<file path="src/hdl/fss_ram.sv">
// generic single-port write, single read port ram with registered read
// no dependencies
`timescale 1ns / 1ps

module fss_ram #(
  parameter int Width = 8,
  parameter int Depth = 64
) (
  input  logic                     clk,
  input  logic                     we,
  input  logic [$clog2(Depth)-1:0] waddr,
  input  logic [Width-1:0]         wdata,
  input  logic [$clog2(Depth)-1:0] raddr,
  output logic [Width-1:0]         rdata
);

  logic [Width-1:0] mem [Depth];

  always_ff @(posedge clk) begin
    if (we) mem[waddr] <= wdata;
    rdata <= mem[raddr];
  end

endmodule

</file>
<file path="config.mk">
export PLATFORM = sky130hd
export DESIGN_NAME = fss_ram
export DESIGN_NICKNAME = d
export VERILOG_FILES = /design/src/hdl/fss_ram.sv
export SDC_FILE = /design/constraint.sdc
export NUM_CORES = 1
export LEC_CHECK = 0
export BUFFER_PORTS_ARGS = -buffer_cell sky130_fd_sc_hd__buf_2
export CORE_MARGIN = 2
export CORE_UTILIZATION = 40
export DETAILED_ROUTE_END_ITERATION = 7
export SKIP_LAST_GASP = 1
export SYNTH_ARGS = -nofsm -noshare
export SYNTH_HDL_FRONTEND = slang
export SYNTH_SLANG_ARGS = --single-unit
</file>
<file path="constraint.sdc">
create_clock -name clk -period 2.63 [get_ports clk]
set_clock_uncertainty 0.1 [all_clocks]
set_input_delay 0.1315 -clock clk [delete_from_list [all_inputs] [get_ports clk]]
set_output_delay 0.1315 -clock clk [all_outputs]
set_load 0.1 [all_outputs]
</file>
Yosys cells after proc, flatten, opt, wreduce, memory -nomap -nowiden
Memories as Yosys holds them, arrays and structs flattened. A register that Yosys moved wholly into a read port is not among the register bits. Index checks and enable logic that the tools add are counted.

Mux-type cells: 2.

Operator list (count): $mux 1 (2).

Bits in registers: 0. RAM bits: 512. Bits of input ports: 22. Output and inout bits: 8. Logic and storage cells: 3. Memories: 1.

Memory list: mem (words 64, bits a word 8, read ports 1, clocked after Yosys merged registers in 1, write ports 1, line 17) `logic [Width-1:0] mem [Depth];`.

Logic depth before layout (Yosys ltp)
Word-level depth: 2. Mapped depth: 9. Mapped depth without buffers: 5.

Worst setup path before layout
OpenSTA, ideal clock, no wires.

Path type: input to register. Start: in raddr[1]. End: reg rdata[3], read port of mem. Setup time: 0.128 ns. Arrival: 1.671 ns. Required time: 2.402 ns. Path slack: 0.731 ns. Stages: 7. Buffers on the path: 3. Cell sequence: buf_4 > buf_2 > buf_2 > mux4_2 > mux4_2 > o21ai_1 > o41ai_1.

RTL lines: start, declared (line 13) `input logic [$clog2(Depth)-1:0] raddr,`; end, declared (line 14) `output logic [Width-1:0] rdata`.

==> impl_metrics.toml <==
[logic_synthesis]
synth.avg_cell_area_um2 = 21.5
synth_fp_nets = 962
synth_most_common_cell = "edfxtp_1"
synth_ff_type = "edfxtp_1"
async_reset_ff_share_pct = 0
synth-edff-count = 512
syn_area_um2 = 20200
yosysSeqAreaShare_pct = 77.0
yosysTopAreaCell = "edfxtp_1"
ys_ff_latch = 520
synth_top_cells_by_area = "edfxtp_1, mux4_2, nor2_1"
ys_types = 40
synth_common_cells = "edfxtp_1, mux4_2, nor2_1"
synth_top_area_share_pct = 76.2
synthCells = 940
synth_warnings = 0

[global_route]
overflow = 0
first_global_vias = 10200
grt_pass1_wl_um = 69400
grtUsageTotal_pct = 18.1
grt_max_degree = 52
grt_antenna_before_repair = 2

[die]
num_io_pins = 30
fp.dieArea_um2 = 52200
die_y_um = 229
start_util_pct = 40.4
die_x_um = 229
core_um2 = 50000
placementRows = 82

[critical_path]
crit_path_max_fanout = 1
end_kind = "register"
worst_ep_arrival_time_ps = 2500
cp_cell_sequence = "mux4_2 > mux2_2 > o221a_2 > nor3_1 > o32ai_1"
cp_slowest_cell = "mux4_2"
critPathBufInv = 0
reg2reg_setup_slack_ps = 480
crit_required_ps = 2980
cp-start-kind = "register"
slowest_delay_ps = 460
critical_path_class = "reg -> reg"
cpLargestDelayFamily = "multiplexers"

[sta]
clock.fmax_mhz = 465
hold_viol_final = 0
worstMarginPinSlew_ps = 1080
rsz0062_at_grt = "false"
slew_viol_final = 0
min_period_ps = 2150
fin_setup_tns_ps = 0
fin_crit_sh_pct = 81.8
slew_headroom_pct = 28.0
finalSetupViolations = 0

[place]
hpwl_um = 29700
port_buffers = 29
dp_cells = 1702
routabilityCongestion = 0.796

[worst_hold_path]
min_path_type = "in -> reg"

[finish]
fin_nets = 1107
area_growth_pct = 16.8
layoutNonFillerInstCount = 1797
drive_gt1_share_pct = 31.5

[clock_network]
cts_tree = "built"
post_cts_resized = 0
root_buffer = "clkbuf_16"
htreeDepth = 2
clock-sinks = 520
cts_buffer_depth = 3
cts.clk_slew.worst_paths_ps = 70
clock_latency_ps = 580
numCtsBuffers = 50

[route]
ant_nets = 0
vias_per_cell = 5.52
vias = 9916
drcViolationCount = 0
wl_per_cell_um = 26.1
wl_um = 46800
drt_iter0_drc = 1058
firstDrtPassIters = 5

[pwr]
peakVddDrop_mv = 0.535
p_leak_nw = 7.55
pwr_density_cell_nw_per_um2 = 752

[status]
status = "completed"

[flow_run]
max-cap-violations = 0
==> where the power goes <==
| group | internal, W | total (W) | switching, W |
|---|---|---|---|
| clock | 0.00451 | 0.00751 | 0.00300 |
| combinational | 0.000358 | 0.00101 | 0.000651 |
| sequential | 0.00917 | 0.00920 | 0.0000314 |
==> per-layer routing <==
layer  up-vias  global-route usage, %  routed length (um)
met5         -                      0                  10
met4         2                   6.96                1600
met3        93                   3.39                3150
met2       360                   29.2               22900
met1      5243                   24.6               19200
li1       4218                      -                   -
==> logic make-up (layout without fill, tap and decap cells) <==
group / count (synthesis) / in the layout / share of synthesized area, %
flops: 520 / 520 / 77.0
buf+inv: 51 / 235 / 1.57
simple gates: 153 / 153 / 3.39
other cells: 0 / 1 / 0
mux: 162 / 162 / 15.9
compound gates: 54 / 54 / 2.07
==> flip-flops by register name, indices dropped and copies added, names as in the netlist <==
register and count:
mem 512, rdata 8
==> stage by stage <==
stage	utilization, %	total power (W)	area (um^2)	setup slack (ps)	hold WS [ps]
CTS	47.1	0.0179	23600	476	0.516
floorplan	-	0.00997	20200	731	130
finish	47.1	0.0177	23600	479	5.21
global placement	43.6	0.0104	21800	167	379
global route	47.1	0.0182	23600	443	30.6
detailed placement	43.6	0.0104	21800	123	377
==> cells in the final DEF, fill, tap and decap left out, types with 5 or more instances in the layout <==
cell type and instances:
a221oi_1 6, clkbuf_1 9, nand3_1 13, mux2_2 13
mux4_2 126, nand2b_1 7, nor2_1 83, edfxtp_1 512
buf_12 9, mux2i_1 23, nor3_1 7, clkbuf_8 6
o22ai_1 8, dfxtp_1 8, buf_2 26, nor2b_1 14
buf_4 105, clkinv_1 10, clkinv_2 5, o221ai_1 8
bufinv_16 9, nand2_1 19, clkbuf_16 50
==> timing repair <==
item,in CTS,in global routing
endpoints found under the hold margin,16,0
hold buffers,3,0
setup buffers,0,0
==> path summary, 6_finish.rpt <==
path,start,to,depth (start not counted)
min,wdata[3],mem[48][3]$_DFFE_PP_,1
max reg2reg,mem[29][6]$_DFFE_PP_,rdata[6]$_DFF_P_,5
min reg2reg,mem[22][1]$_DFFE_PP_,rdata[1]$_DFF_P_,4
max,mem[29][6]$_DFFE_PP_,rdata[6]$_DFF_P_,5
==> final cells by class <==
class / instances / area, um^2
Clock buffer: 64 / 1350
Multi-Input combinational cell: 369 / 4320
Timing Repair Buffer: 144 / 1140
Sequential cell: 520 / 15500
Fill cell: 4095 / 26400
Clock inverter: 27 / 367
Antenna cell: 1 / 2.50
Tap cell: 672 / 841
No activity file was read; power rests on OpenSTA's default activity.
